File: config.mk
export PLATFORM = sky130hd
export DESIGN_NAME = rgba_to_bottom_up_bgr_dib_flat
export DESIGN_NICKNAME = d
export VERILOG_FILES = /design/src/hw/rtl/r2dib_pkg.sv /design/src/hw/rtl/r2dib_pixel_if.sv /design/src/hw/rtl/r2dib_result_if.sv /design/src/hw/rtl/rgba_to_bottom_up_bgr_dib.sv /design/src/flat_wrapper.sv
export VERILOG_INCLUDE_DIRS = /design/src /design/src/hw/rtl
export SDC_FILE = /design/constraint.sdc
export NUM_CORES = 1
export LEC_CHECK = 0
export BUFFER_PORTS_ARGS = -buffer_cell sky130_fd_sc_hd__buf_2
export CAP_MARGIN = 20
export CORE_MARGIN = 2
export CORE_UTILIZATION = 44
export DETAILED_ROUTE_END_ITERATION = 8
export HOLD_SLACK_MARGIN = 0.12
export PLACE_DENSITY_LB_ADDON = 0.05
export REMOVE_ABC_BUFFERS = 1
export SLEW_MARGIN = 20
export SYNTH_ARGS = -nofsm -noshare
export SYNTH_HDL_FRONTEND = slang
export SYNTH_SLANG_ARGS = --single-unit
File: constraint.sdc
create_clock -name clk -period 25.2 [get_ports clk]
set_input_delay 5.04 -clock clk [delete_from_list [all_inputs] [get_ports clk]]
set_output_delay 5.04 -clock clk [all_outputs]
set_load 0.02 [all_outputs]
File: src/hw/rtl/rgba_to_bottom_up_bgr_dib_macros.svh
// Assertion macros shared by the RTL. Each use expects clk and rst in scope.
`ifndef RGBA_TO_BOTTOM_UP_BGR_DIB_MACROS_SVH
`define RGBA_TO_BOTTOM_UP_BGR_DIB_MACROS_SVH

`ifndef SYNTHESIS

// Check a condition at every clock edge outside reset.
`define R2DIB_ASSERT(label, cond) \
  label: assert property (@(posedge clk) disable iff (rst) (cond)) \
    else $error("r2dib: assertion failed");

// Check that a trigger is followed by a condition in the next cycle.
`define R2DIB_ASSERT_NEXT(label, trig, cond) \
  label: assert property (@(posedge clk) disable iff (rst) (trig) |=> (cond)) \
    else $error("r2dib: sequence assertion failed");

`else

`define R2DIB_ASSERT(label, cond)
`define R2DIB_ASSERT_NEXT(label, trig, cond)

`endif

`endif

File: src/hw/rtl/r2dib_pkg.sv
package r2dib_pkg;

  localparam int MAX_WIDTH  = 4096;
  localparam int MAX_HEIGHT = 4096;

  localparam int COL_W    = $clog2(MAX_WIDTH);
  localparam int ROW_W    = $clog2(MAX_HEIGHT);
  localparam int STRIDE_W = $clog2(3 * MAX_WIDTH + 4);

  localparam int REG_W       = 13;
  localparam int REG_INDEX_W = 2;
  localparam int CHAN_W      = 8;
  localparam int OFFSET_W    = 26;

  localparam logic [REG_INDEX_W-1:0] REG_IMAGE_WIDTH  = REG_INDEX_W'(0);
  localparam logic [REG_INDEX_W-1:0] REG_IMAGE_HEIGHT = REG_INDEX_W'(1);

  // Effective width minus one: zero reads as one, oversize saturates.
  function automatic logic [COL_W-1:0] width_m1_of(input logic [REG_W-1:0] v);
    logic [COL_W-1:0] r;
    if (v == '0) begin
      r = '0;
    end else if (32'(v) > MAX_WIDTH) begin
      r = COL_W'(MAX_WIDTH - 1);
    end else begin
      r = COL_W'(v - REG_W'(1));
    end
    return r;
  endfunction

  function automatic logic [ROW_W-1:0] height_m1_of(input logic [REG_W-1:0] v);
    logic [ROW_W-1:0] r;
    if (v == '0) begin
      r = '0;
    end else if (32'(v) > MAX_HEIGHT) begin
      r = ROW_W'(MAX_HEIGHT - 1);
    end else begin
      r = ROW_W'(v - REG_W'(1));
    end
    return r;
  endfunction

  // Row stride in bytes: three bytes a pixel, rounded up to a multiple of four.
  function automatic logic [STRIDE_W-1:0] stride_of(input logic [COL_W-1:0] wm1);
    logic [STRIDE_W-1:0] w;
    logic [STRIDE_W-1:0] s;
    w = STRIDE_W'(wm1) + STRIDE_W'(1);
    s = (w << 1) + w + STRIDE_W'(3);
    return {s[STRIDE_W-1:2], 2'b00};
  endfunction

endpackage

File: src/hw/rtl/r2dib_pixel_if.sv
interface r2dib_pixel_if;
  import r2dib_pkg::*;

  logic              valid;
  logic              ready;
  logic [CHAN_W-1:0] red_in;
  logic [CHAN_W-1:0] green_in;
  logic [CHAN_W-1:0] blue_in;
  logic [CHAN_W-1:0] alpha_in;

  modport source (
    output valid, red_in, green_in, blue_in, alpha_in,
    input  ready
  );

  modport sink (
    input  valid, red_in, green_in, blue_in, alpha_in,
    output ready
  );
endinterface

File: src/hw/rtl/r2dib_result_if.sv
interface r2dib_result_if;
  import r2dib_pkg::*;

  logic                valid;
  logic                ready;
  logic [OFFSET_W-1:0] byte_offset;
  logic [CHAN_W-1:0]   blue_out;
  logic [CHAN_W-1:0]   green_out;
  logic [CHAN_W-1:0]   red_out;
  logic                frame_last;

  modport source (
    output valid, byte_offset, blue_out, green_out, red_out, frame_last,
    input  ready
  );

  modport sink (
    input  valid, byte_offset, blue_out, green_out, red_out, frame_last,
    output ready
  );
endinterface

File: src/hw/rtl/rgba_to_bottom_up_bgr_dib.sv
// RGBA to bottom-up BGR DIB converter. Feed RGBA pixels in top-down raster order;
// each beat on the result channel carries the pixel flattened onto white, as
// blue, green and red bytes, with the byte offset of its blue byte in a bottom-up
// 24-bit pixel array (row stride 3*width rounded up to four bytes) and a flag on
// the last pixel of the frame. One pixel is taken every clock cycle when the
// result side keeps up; the input register and the result register sit either
// side of the blend-and-divide logic. Writing either size register restarts the
// frame. A size of zero acts as one and sizes above 4096 saturate. Row padding
// bytes are not produced: the consumer zero-fills.
`include "rgba_to_bottom_up_bgr_dib_macros.svh"

module rgba_to_bottom_up_bgr_dib (
  input  logic                             clk,
  input  logic                             rst,
  input  logic                             write_enable,
  input  logic [r2dib_pkg::REG_INDEX_W-1:0] write_index,
  input  logic [r2dib_pkg::REG_W-1:0]       write_data,
  r2dib_pixel_if.sink                      pixel,
  r2dib_result_if.source                   result
);
  import r2dib_pkg::*;

  // Frame geometry, held in effective form so that no clamp sits in the pixel path.
  logic [COL_W-1:0]    width_m1;
  logic [ROW_W-1:0]    height_m1;
  logic [STRIDE_W-1:0] stride;
  logic [OFFSET_W-1:0] restart_base;

  logic [COL_W-1:0]    width_m1_next;
  logic [ROW_W-1:0]    height_m1_next;
  logic [STRIDE_W-1:0] stride_next;
  logic [OFFSET_W-1:0] restart_base_next;
  logic                cfg_hit;

  // Raster position of the next pixel.
  logic [COL_W-1:0]    column_count;
  logic [ROW_W-1:0]    row_count;
  logic [OFFSET_W-1:0] row_base_offset;

  // Input register stage.
  logic                s1_valid;
  logic [CHAN_W-1:0]   s1_red;
  logic [CHAN_W-1:0]   s1_green;
  logic [CHAN_W-1:0]   s1_blue;
  logic [CHAN_W-1:0]   s1_alpha;
  logic [OFFSET_W-1:0] s1_offset;
  logic                s1_last;

  // Result register stage.
  logic                out_valid;
  logic [OFFSET_W-1:0] out_offset;
  logic [CHAN_W-1:0]   out_blue;
  logic [CHAN_W-1:0]   out_green;
  logic [CHAN_W-1:0]   out_red;
  logic                out_last;

  logic s1_ready;
  logic s2_ready;
  logic in_beat;
  logic last_col;
  logic last_row;
  logic [OFFSET_W-1:0] pix_offset;

  // Blend one channel onto white and divide by 255 with rounding. The
  // numerator stays below 65535, where (x + (x >> 8) + 1) >> 8 equals x / 255.
  function automatic logic [CHAN_W-1:0] flatten(input logic [CHAN_W-1:0] c,
                                                input logic [CHAN_W-1:0] a);
    logic [16:0] x;
    logic [16:0] q;
    x = 17'(c) * 17'(a) + 17'(8'd255) * 17'(8'd255 - a) + 17'd127;
    q = (x + (x >> 8) + 17'd1) >> 8;
    return q[CHAN_W-1:0];
  endfunction

  // Decode a register write into the new geometry. The stride multiply lands
  // in a register, so a pixel in the very next cycle sees the new frame.
  always_comb begin
    cfg_hit        = 1'b0;
    width_m1_next  = width_m1;
    height_m1_next = height_m1;
    if (write_enable) begin
      unique case (write_index)
        REG_IMAGE_WIDTH: begin
          cfg_hit       = 1'b1;
          width_m1_next = width_m1_of(write_data);
        end
        REG_IMAGE_HEIGHT: begin
          cfg_hit        = 1'b1;
          height_m1_next = height_m1_of(write_data);
        end
        default: cfg_hit = 1'b0;
      endcase
    end
    stride_next       = stride_of(width_m1_next);
    restart_base_next = OFFSET_W'(height_m1_next) * OFFSET_W'(stride_next);
  end

  // Handshake: each stage takes a beat when empty or when the next one drains.
  assign s2_ready    = !out_valid || result.ready;
  assign s1_ready    = !s1_valid || s2_ready;
  assign pixel.ready = s1_ready;
  assign in_beat     = pixel.valid && s1_ready;

  assign last_col   = column_count >= width_m1;
  assign last_row   = row_count >= height_m1;
  assign pix_offset = row_base_offset + OFFSET_W'({column_count, 1'b0})
                      + OFFSET_W'(column_count);

  always_ff @(posedge clk) begin
    if (rst) begin
      width_m1        <= '0;
      height_m1       <= '0;
      stride          <= STRIDE_W'(4);
      restart_base    <= '0;
      column_count    <= '0;
      row_count       <= '0;
      row_base_offset <= '0;
    end else if (cfg_hit) begin
      // Restart the frame on any size write.
      width_m1        <= width_m1_next;
      height_m1       <= height_m1_next;
      stride          <= stride_next;
      restart_base    <= restart_base_next;
      column_count    <= '0;
      row_count       <= '0;
      row_base_offset <= restart_base_next;
    end else if (in_beat) begin
      if (!last_col) begin
        column_count <= column_count + COL_W'(1);
      end else if (!last_row) begin
        // Step one output row up the bottom-up array.
        column_count    <= '0;
        row_count       <= row_count + ROW_W'(1);
        row_base_offset <= row_base_offset - OFFSET_W'(stride);
      end else begin
        // Wrap for the next frame.
        column_count    <= '0;
        row_count       <= '0;
        row_base_offset <= restart_base;
      end
    end
  end

  // Valid flags of the two stages.
  always_ff @(posedge clk) begin
    if (rst) begin
      s1_valid  <= 1'b0;
      out_valid <= 1'b0;
    end else begin
      if (s1_ready) begin
        s1_valid <= pixel.valid;
      end
      if (s2_ready) begin
        out_valid <= s1_valid;
      end
    end
  end

  // Payload registers: capture on a beat, hold otherwise.
  always_ff @(posedge clk) begin
    if (in_beat) begin
      s1_red    <= pixel.red_in;
      s1_green  <= pixel.green_in;
      s1_blue   <= pixel.blue_in;
      s1_alpha  <= pixel.alpha_in;
      s1_offset <= pix_offset;
      s1_last   <= last_col && last_row;
    end
    if (s1_valid && s2_ready) begin
      out_offset <= s1_offset;
      out_blue   <= flatten(s1_blue, s1_alpha);
      out_green  <= flatten(s1_green, s1_alpha);
      out_red    <= flatten(s1_red, s1_alpha);
      out_last   <= s1_last;
    end
  end

  assign result.valid       = out_valid;
  assign result.byte_offset = out_offset;
  assign result.blue_out    = out_blue;
  assign result.green_out   = out_green;
  assign result.red_out     = out_red;
  assign result.frame_last  = out_last;

  `R2DIB_ASSERT(a_col_in_range, column_count <= width_m1)
  `R2DIB_ASSERT(a_row_in_range, row_count <= height_m1)
  `R2DIB_ASSERT(a_top_row_base, (row_count != '0) || (row_base_offset == restart_base))
  `R2DIB_ASSERT_NEXT(a_wrap_clears, in_beat && last_col && last_row,
                     column_count == '0 && row_count == '0)
  `R2DIB_ASSERT_NEXT(a_s1_holds, s1_valid && !s2_ready, s1_valid && $stable(s1_offset))

endmodule

File: src/flat_wrapper.sv
// flat-port wrapper written by rule: the top's interface ports become plain ports
module rgba_to_bottom_up_bgr_dib_flat import r2dib_pkg::*;
  (clk, rst, write_enable, write_index, write_data, pixel_valid, pixel_red_in, pixel_green_in, pixel_blue_in, pixel_alpha_in, pixel_ready, result_valid, result_byte_offset, result_blue_out, result_green_out, result_red_out, result_frame_last, result_ready);
  r2dib_pixel_if pixel_i ();
  r2dib_result_if result_i ();
  input  logic clk;
  input  logic rst;
  input  logic write_enable;
  input  logic [r2dib_pkg::REG_INDEX_W-1:0] write_index;
  input  logic [r2dib_pkg::REG_W-1:0] write_data;
  input wire logic [$bits(pixel_i.valid)-1:0] pixel_valid;
  input wire logic [$bits(pixel_i.red_in)-1:0] pixel_red_in;
  input wire logic [$bits(pixel_i.green_in)-1:0] pixel_green_in;
  input wire logic [$bits(pixel_i.blue_in)-1:0] pixel_blue_in;
  input wire logic [$bits(pixel_i.alpha_in)-1:0] pixel_alpha_in;
  output wire logic [$bits(pixel_i.ready)-1:0] pixel_ready;
  output wire logic [$bits(result_i.valid)-1:0] result_valid;
  output wire logic [$bits(result_i.byte_offset)-1:0] result_byte_offset;
  output wire logic [$bits(result_i.blue_out)-1:0] result_blue_out;
  output wire logic [$bits(result_i.green_out)-1:0] result_green_out;
  output wire logic [$bits(result_i.red_out)-1:0] result_red_out;
  output wire logic [$bits(result_i.frame_last)-1:0] result_frame_last;
  input wire logic [$bits(result_i.ready)-1:0] result_ready;
  assign pixel_i.valid = pixel_valid;
  assign pixel_i.red_in = pixel_red_in;
  assign pixel_i.green_in = pixel_green_in;
  assign pixel_i.blue_in = pixel_blue_in;
  assign pixel_i.alpha_in = pixel_alpha_in;
  assign pixel_ready = pixel_i.ready;
  assign result_valid = result_i.valid;
  assign result_byte_offset = result_i.byte_offset;
  assign result_blue_out = result_i.blue_out;
  assign result_green_out = result_i.green_out;
  assign result_red_out = result_i.red_out;
  assign result_frame_last = result_i.frame_last;
  assign result_i.ready = result_ready;
  rgba_to_bottom_up_bgr_dib u_core (.clk(clk), .rst(rst), .write_enable(write_enable), .write_index(write_index), .write_data(write_data), .pixel(pixel_i), .result(result_i));
endmodule
; Yosys cells after proc, flatten, opt, wreduce, memory -nomap -nowiden
; Cells that the tools add are included.
[totals]
output_inout_bits = 53
elab_cells = 81
inputBits = 52
regBits = 222
[op_classes]
n_reduce_logical = 15
addsub = 22
muxes = 14
eq_ne = 1
mul = 5
order_cmp = 3
[op_table]
columns = op, n
row1 = 2-to-1 mux 26 bit, 4
row2 = 2-to-1 mux 12 bit, 8
row3 = adder 16 x 17 -> 17 bit, 3
row4 = adder 17 x 7 -> 17 bit (second input constant), 3
row5 = adder 16 x 1 -> 16 bit (second input constant), 3
row6 = adder 16 x 9 -> 16 bit, 3
row7 = multiplier 8 x 8 -> 16 bit, 3
row8 = adder 26 x 12 -> 26 bit, 1
row9 = adder 26 x 13 -> 26 bit, 1
row10 = subtractor 26 x 14 -> 26 bit, 1
row11 = adder 12 x 1 -> 12 bit (second input constant), 2
row12 = greater-or-equal comparator 12 bit, 2
row13 = multiplier 12 x 12 -> 24 bit, 1
row14 = multiplier 8 x 17 -> 17 bit (first input constant), 1
row15 = adder 14 bit, 1
row16 = adder 14 x 2 -> 14 bit (second input constant), 1
row17 = adder 12 x 1 -> 13 bit (second input constant), 1
row18 = > comparator 13 bit (second input constant), 1
row19 = zero test 13 bit, 1
row20 = subtractor 12 x 1 -> 12 bit (second input constant), 1
row21 = subtractor 8 x 8 -> 9 bit (first input constant), 1
row22 = AND reduction 2 bit, 2
row23 = nonzero test 2 bit, 2
row24 = OR reduction 2 bit, 2
row25 = 6 further kinds, 11

; Logic depth before layout (Yosys ltp)
[logic_depth]
ltp_word = 10
mapped_depth = 46
ltp_nobuf = 44

; Worst setup path after synthesis
; Ideal clock, no wire load.
[synth_path]
path_kind = input to register
from = input port write_index[0] (netlist bit)
to = register u_core.row_base_offset[23]
path_buffers = 4
required_time_ns = 25.083
setup_ns = 0.117
path_stages = 37
setup_slack_ns = 11.148
arrival_time_ns = 13.935
path_cell_list = or3b_2 > clkbuf_1 > clkbuf_1 > clkbuf_1 > o21ai_0 > ha_1 > inv_1 > o41ai_2 > nor2b_1 > nand2_1 > nor2_1 > xnor2_1 > ha_1 > ha_1 > a21oi_1 > o21ai_0 > a211o_1 > a311oi_1 > clkbuf_1 > nor2_1 > fa_1 > inv_1 > fa_1 > fa_1 > inv_1 > fa_1 > fa_1 > ha_1 > a21o_1 > a21o_1 > a21o_1 > a211o_1 > o22a_1 > a21oi_1 > o21bai_1 > xor2_1 > a32o_1
[synth_via]
elab_chain_len = 8
word_cells_on_any_way = 17
classes_between = 3 x add/sub / 1 x mul / 1 x eq/ne / 7 x mux / 5 x reduce/logical
[synth_lines]
columns = element, line_no
row1 = from (decl), flat_wrapper.sv:9  ; input logic [r2dib_pkg::REG_INDEX_W-1:0] write_index;
row2 = zero test 2 bit, rgba_to_bottom_up_bgr_dib.sv:82  ; unique case (write_index)
row3 = 2-to-1 mux 12 bit, rgba_to_bottom_up_bgr_dib.sv:82
row4 = 2-to-1 mux 12 bit, rgba_to_bottom_up_bgr_dib.sv:81  ; if (write_enable) begin
row5 = via u_core.width_m1_next[1], rgba_to_bottom_up_bgr_dib.sv:29  ; logic [COL_W-1:0] width_m1_next;
row6 = adder 12 x 1 -> 13 bit, r2dib_pkg.sv:47  ; w = STRIDE_W'(wm1) + STRIDE_W'(1);
row7 = adder 14 bit, r2dib_pkg.sv:48  ; s = (w << 1) + w + STRIDE_W'(3);
row8 = adder 14 x 2 -> 14 bit, r2dib_pkg.sv:48
row9 = multiplier 12 x 12 -> 24 bit, rgba_to_bottom_up_bgr_dib.sv:95  ; restart_base_next = OFFSET_W'(height_m1_next) * OFFSET_W'(stride_next);
row10 = 2-to-1 mux 26 bit, rgba_to_bottom_up_bgr_dib.sv:118  ; end else if (cfg_hit) begin
row11 = to (signal assigned), rgba_to_bottom_up_bgr_dib.sv:126  ; row_base_offset <= restart_base_next;
row12 = to (signal assigned), rgba_to_bottom_up_bgr_dib.sv:134  ; row_base_offset <= row_base_offset - OFFSET_W'(stride);
row13 = to (signal assigned), rgba_to_bottom_up_bgr_dib.sv:139  ; row_base_offset <= restart_base;
row14 = to (decl), rgba_to_bottom_up_bgr_dib.sv:38  ; logic [OFFSET_W-1:0] row_base_offset;
; The timed path passes the listed nets, and every way through them passes these cells.
; A chain may end at the register's enable or synchronous reset.

; Worst setup path after layout
[layout_path]
from = input port write_data[0] (netlist bit)
to = register u_core.row_base_offset[25]
[layout_via]
elab_chain_len = 10
word_cells_on_any_way = 14
classes_between = 4 x add/sub / 1 x mul / 1 x order compare / 7 x mux / 1 x reduce/logical
[layout_lines]
columns = element, line_no
row1 = from (decl), flat_wrapper.sv:10  ; input logic [r2dib_pkg::REG_W-1:0] write_data;
row2 = subtractor 12 x 1 -> 12 bit / > comparator 13 bit (equally long branches), "r2dib_pkg.sv:26, r2dib_pkg.sv:23"
row3 = 2-to-1 mux 12 bit, r2dib_pkg.sv:23  ; end else if (32'(v) > MAX_WIDTH) begin
row4 = 2-to-1 mux 12 bit (*), r2dib_pkg.sv:33  ; if (v == '0) begin
row5 = 2-to-1 mux 12 bit (*), rgba_to_bottom_up_bgr_dib.sv:82
row6 = 2-to-1 mux 12 bit (*), rgba_to_bottom_up_bgr_dib.sv:81
row7 = via u_core.width_m1_next[1], rgba_to_bottom_up_bgr_dib.sv:29
row8 = adder 12 x 1 -> 13 bit (*), r2dib_pkg.sv:47
row9 = adder 14 bit (*), r2dib_pkg.sv:48
row10 = adder 14 x 2 -> 14 bit (*), r2dib_pkg.sv:48
row11 = multiplier 12 x 12 -> 24 bit (*), rgba_to_bottom_up_bgr_dib.sv:95
row12 = 2-to-1 mux 26 bit (*), rgba_to_bottom_up_bgr_dib.sv:118
; The timed path passes the listed nets; every way through them passes the cells marked *.

==> run_results.csv <==
group,metric,value,unit
place,pre_cts_ws,9540,ps
cells_and_area,nNetsFinal,3732,
sta,rsz0062_at_grt,"false",
place,io_buffers,104,
run_status,status,"finished clean",
drt,wl_per_cell,18.0,um
clocking,post_cts_resize_count,0,
worst_setup_path,cp_data_arrival_time,15540,ps
clocking,clock_sinks,222,
sta,final-max-slew-violation-count,0,
worst_setup_path,crit_type,"in -> reg",
worst_setup_path,cp.required,25670,ps
logic_synthesis,synth_cell_types,86,
drt,wl,69000,um
logic_synthesis,synth_edf_count,110,
clocking,cts_tree,"done",
sta,timing.hold.ws,407,ps
floorplanning,die_h,251,um
floorplanning,num_rows,90,
floorplanning,core,0.0604,mm2
clocking,cts_setup_buffers,0,
drt,route.detailed.drc,0,
sta,max_freq,66.4,MHz
sta,fin_setup_tns,0,ps
cells_and_area,fill_cells,5829,
clocking,cts_buffer_depth,3,
hold_path,holdCritPathClass,"reg -> reg",
place,gp_congestion,0.841,
sta,finalWorstSetupSlack,10130,ps
clocking,root_buffer,"clkbuf_16",
worst_setup_path,cp_max_fo,13,
sta,tightest_slew,1070,ps
floorplanning,die_area,0.0631,mm2
global_routing,globalRouteTotalUtil,22.2,%
cells_and_area,n_antenna_cell,0,
logic_synthesis,syn_inst,2959,
sta,final_hold_viol_count,0,
floorplanning,pin_count,105,
place,hpwlAfterDp,55900,um
worst_setup_path,start_kind,"input pin",
worst_setup_path,cp-end-kind,"flip-flop",
floorplanning,start_util,44.6,%
cells_and_area,layout-drive-gt1-share,7.13,%
drt,drtAntennaViolNets,0,
floorplanning,die_x,251,um
logic_synthesis,ys_seq_area_share,20.6,%
clocking,path_clk_slew,70,ps
clocking,clk_latency,610,ps
drt,drt_iter0_drc,921,
clocking,cts_made_buffers,28,
clocking,postCtsHoldBufs,0,
cells_and_area,fin_util,48.4,%
global_routing,grt_pass1_wl,111000,um
sta,period_share,59.8,%
global_routing,grt_overflow_total,0,
logic_synthesis,ys_seq_elements,222,
sta,finalCriticalPeriod,15070,ps
drt,drt-vias-per-instance,5.32,
worst_setup_path,critPathMostFrequentCell,"inv_1",
worst_setup_path,max_stage_delay,840,ps
logic_synthesis,avgSynthCellArea,9.09,um2
clocking,htreeDepth,1,
sta,setup_viol,0,
global_routing,grt_antenna_before_repair,0,
drt,num_vias,20410,
cells_and_area,areaGrowthSynthToFinish,8.59,%
logic_synthesis,synth_area,0.0269,mm2
job,max-cap-violations,0,
logic_synthesis,ys.warnings.count,0,
drt,firstDrtPassIters,5,
logic_synthesis,async_flop_share,0,%
global_routing,grt_pass1_vias,20927,
worst_setup_path,slowest_stage,"xor2_1",
global_routing,grt_max_degree,67,
sta,clock_skew,48.8,ps
sta,slew_headroom,28.0,%
logic_synthesis,ys.flop_type,"dfxtp_1",
## routing by layer
layer,up-vias,wire [um],global-route usage [%]
met5,-,0,0
met4,0,2910,8.50
met3,124,2460,2.58
met2,370,36200,41.1
met1,10068,27400,26.1
li1,9848,-,-
## placed cells by master (no fill, tap or decap), types with 8 or more instances in the layout
| cell | netlist | final |
|---|---|---|
| buf_2 | 4 | 104 |
| xor2_1 | 52 | 52 |
| and2_1 | 92 | 92 |
| xnor2_1 | 117 | 117 |
| nand2_1 | 337 | 337 |
| nor4_1 | 8 | 8 |
| clkbuf_16 | 0 | 28 |
| inv_1 | 512 | 512 |
| o21a_1 | 29 | 29 |
| o31ai_1 | 13 | 13 |
| dfxtp_1 | 112 | 112 |
| a31oi_1 | 14 | 14 |
| ha_1 | 337 | 337 |
| nand4_1 | 18 | 18 |
| a211oi_1 | 19 | 18 |
| and3_1 | 20 | 20 |
| o22ai_1 | 11 | 11 |
| fa_1 | 306 | 306 |
| nor2_1 | 184 | 184 |
| or3_1 | 12 | 12 |
| buf_4 | 1 | 32 |
| o21ai_1 | 8 | 8 |
| nor3_1 | 32 | 32 |
| a21o_1 | 33 | 33 |
| nand2b_1 | 41 | 40 |
| nor2b_1 | 42 | 40 |
| nand3_1 | 37 | 37 |
| o21bai_1 | 11 | 11 |
| o21ai_0 | 84 | 84 |
| edfxtp_1 | 110 | 110 |
| o211ai_1 | 21 | 21 |
| a21oi_1 | 121 | 121 |
## path summary, 6_finish.rpt
path	end	slack (ps)	cells after the start	from
worst max-delay path	u_core.row_base_offset[25]$_SDFFE_PP0P_	10130	44	write_data[0]
worst max register to register	u_core.result.blue_out[7]$_DFFE_PP_	14370	34	u_core.s1_alpha[0]$_DFFE_PP_
worst min register to register	u_core.result.frame_last$_DFFE_PP_	410	0	u_core.s1_last$_DFFE_PP_
worst min-delay path	u_core.result.frame_last$_DFFE_PP_	410	0	u_core.s1_last$_DFFE_PP_
## sequential cells by signal, indices dropped and copies added (netlist names)
signal and cells:
u_core.height_m1 12, u_core.width_m1 12, u_core.s1_blue 8, u_core.row_count 12, u_core.result.red_out 8, u_core.s1_green 8, u_core.result.frame_last 1, u_core.s1_red 8
u_core.s1_last 1, u_core.s1_alpha 8, u_core.column_count 12, u_core.restart_base 24, u_core.result.green_out 8, u_core.stride 12, u_core.s1_valid 1, u_core.s1_offset 26
u_core.result.byte_offset 26, u_core.row_base_offset 26, u_core.result.valid 1, u_core.result.blue_out 8
## synthesized netlist by cell type, types with 32 or more instances
library cell / number / share of area, %
xnor2_1: 117 / 3.8
a21o_1: 33 / 0.92
nor3_1: 32 / 0.60
nor2_1: 184 / 2.6
inv_1: 512 / 7.1
clkbuf_1: 70 / 0.98
ha_1: 337 / 16
dfxtp_1: 112 / 8.3
edfxtp_1: 110 / 12
nand2_1: 337 / 4.7
nand3_1: 37 / 0.69
o21ai_0: 84 / 1.6
a21oi_1: 121 / 2.3
xor2_1: 52 / 1.7
and2_1: 92 / 2.1
nor2b_1: 42 / 0.98
fa_1: 306 / 23
nand2b_1: 41 / 0.95
## area by class of cell
class / count / area [um2] / area share (%)
Clock inverter: 21 / 193 / 0.660
Inverter: 513 / 1930 / 6.60
Tap cell: 782 / 978 / 3.35
Sequential cell: 222 / 5550 / 19.0
Multi-Input combinational cell: 2135 / 19100 / 65.4
Timing Repair Buffer: 137 / 766 / 2.62
Clock buffer: 30 / 708 / 2.43
## cell families after synthesis
family / synth area share [%]
flip-flops: 20.6
XOR/XNOR: 5.65
multiplexers: 0.330
AND/OR/NAND/NOR: 15.0
adder cells (fa/ha/maj): 38.5
AO/OA/AOI/OAI: 11.4
buffers and inverters: 8.55
## stage by stage
| step | cells | cell area [um2] |
|---|---|---|
| floorplan | 2870 | 26500 |
| global placement | 3788 | 28300 |
| detailed placement | 3788 | 28300 |
| CTS | 3839 | 29200 |
| global route | 3840 | 29200 |
| finish | 3840 | 29200 |
## worst max-delay path, delay by kind of cell
kind | cells | cell delay (ps)
xor gates and xnor gates | 3 | 1220
and+or+nand+nor | 9 | 1500
adders and majority gates | 11 | 4210
buffers and inverters | 7 | 570
AOI/OAI and AO/OA | 14 | 3000
Power is not shown: default switching activity piles up to over one toggle a cycle in this logic, so the estimate is an artifact.
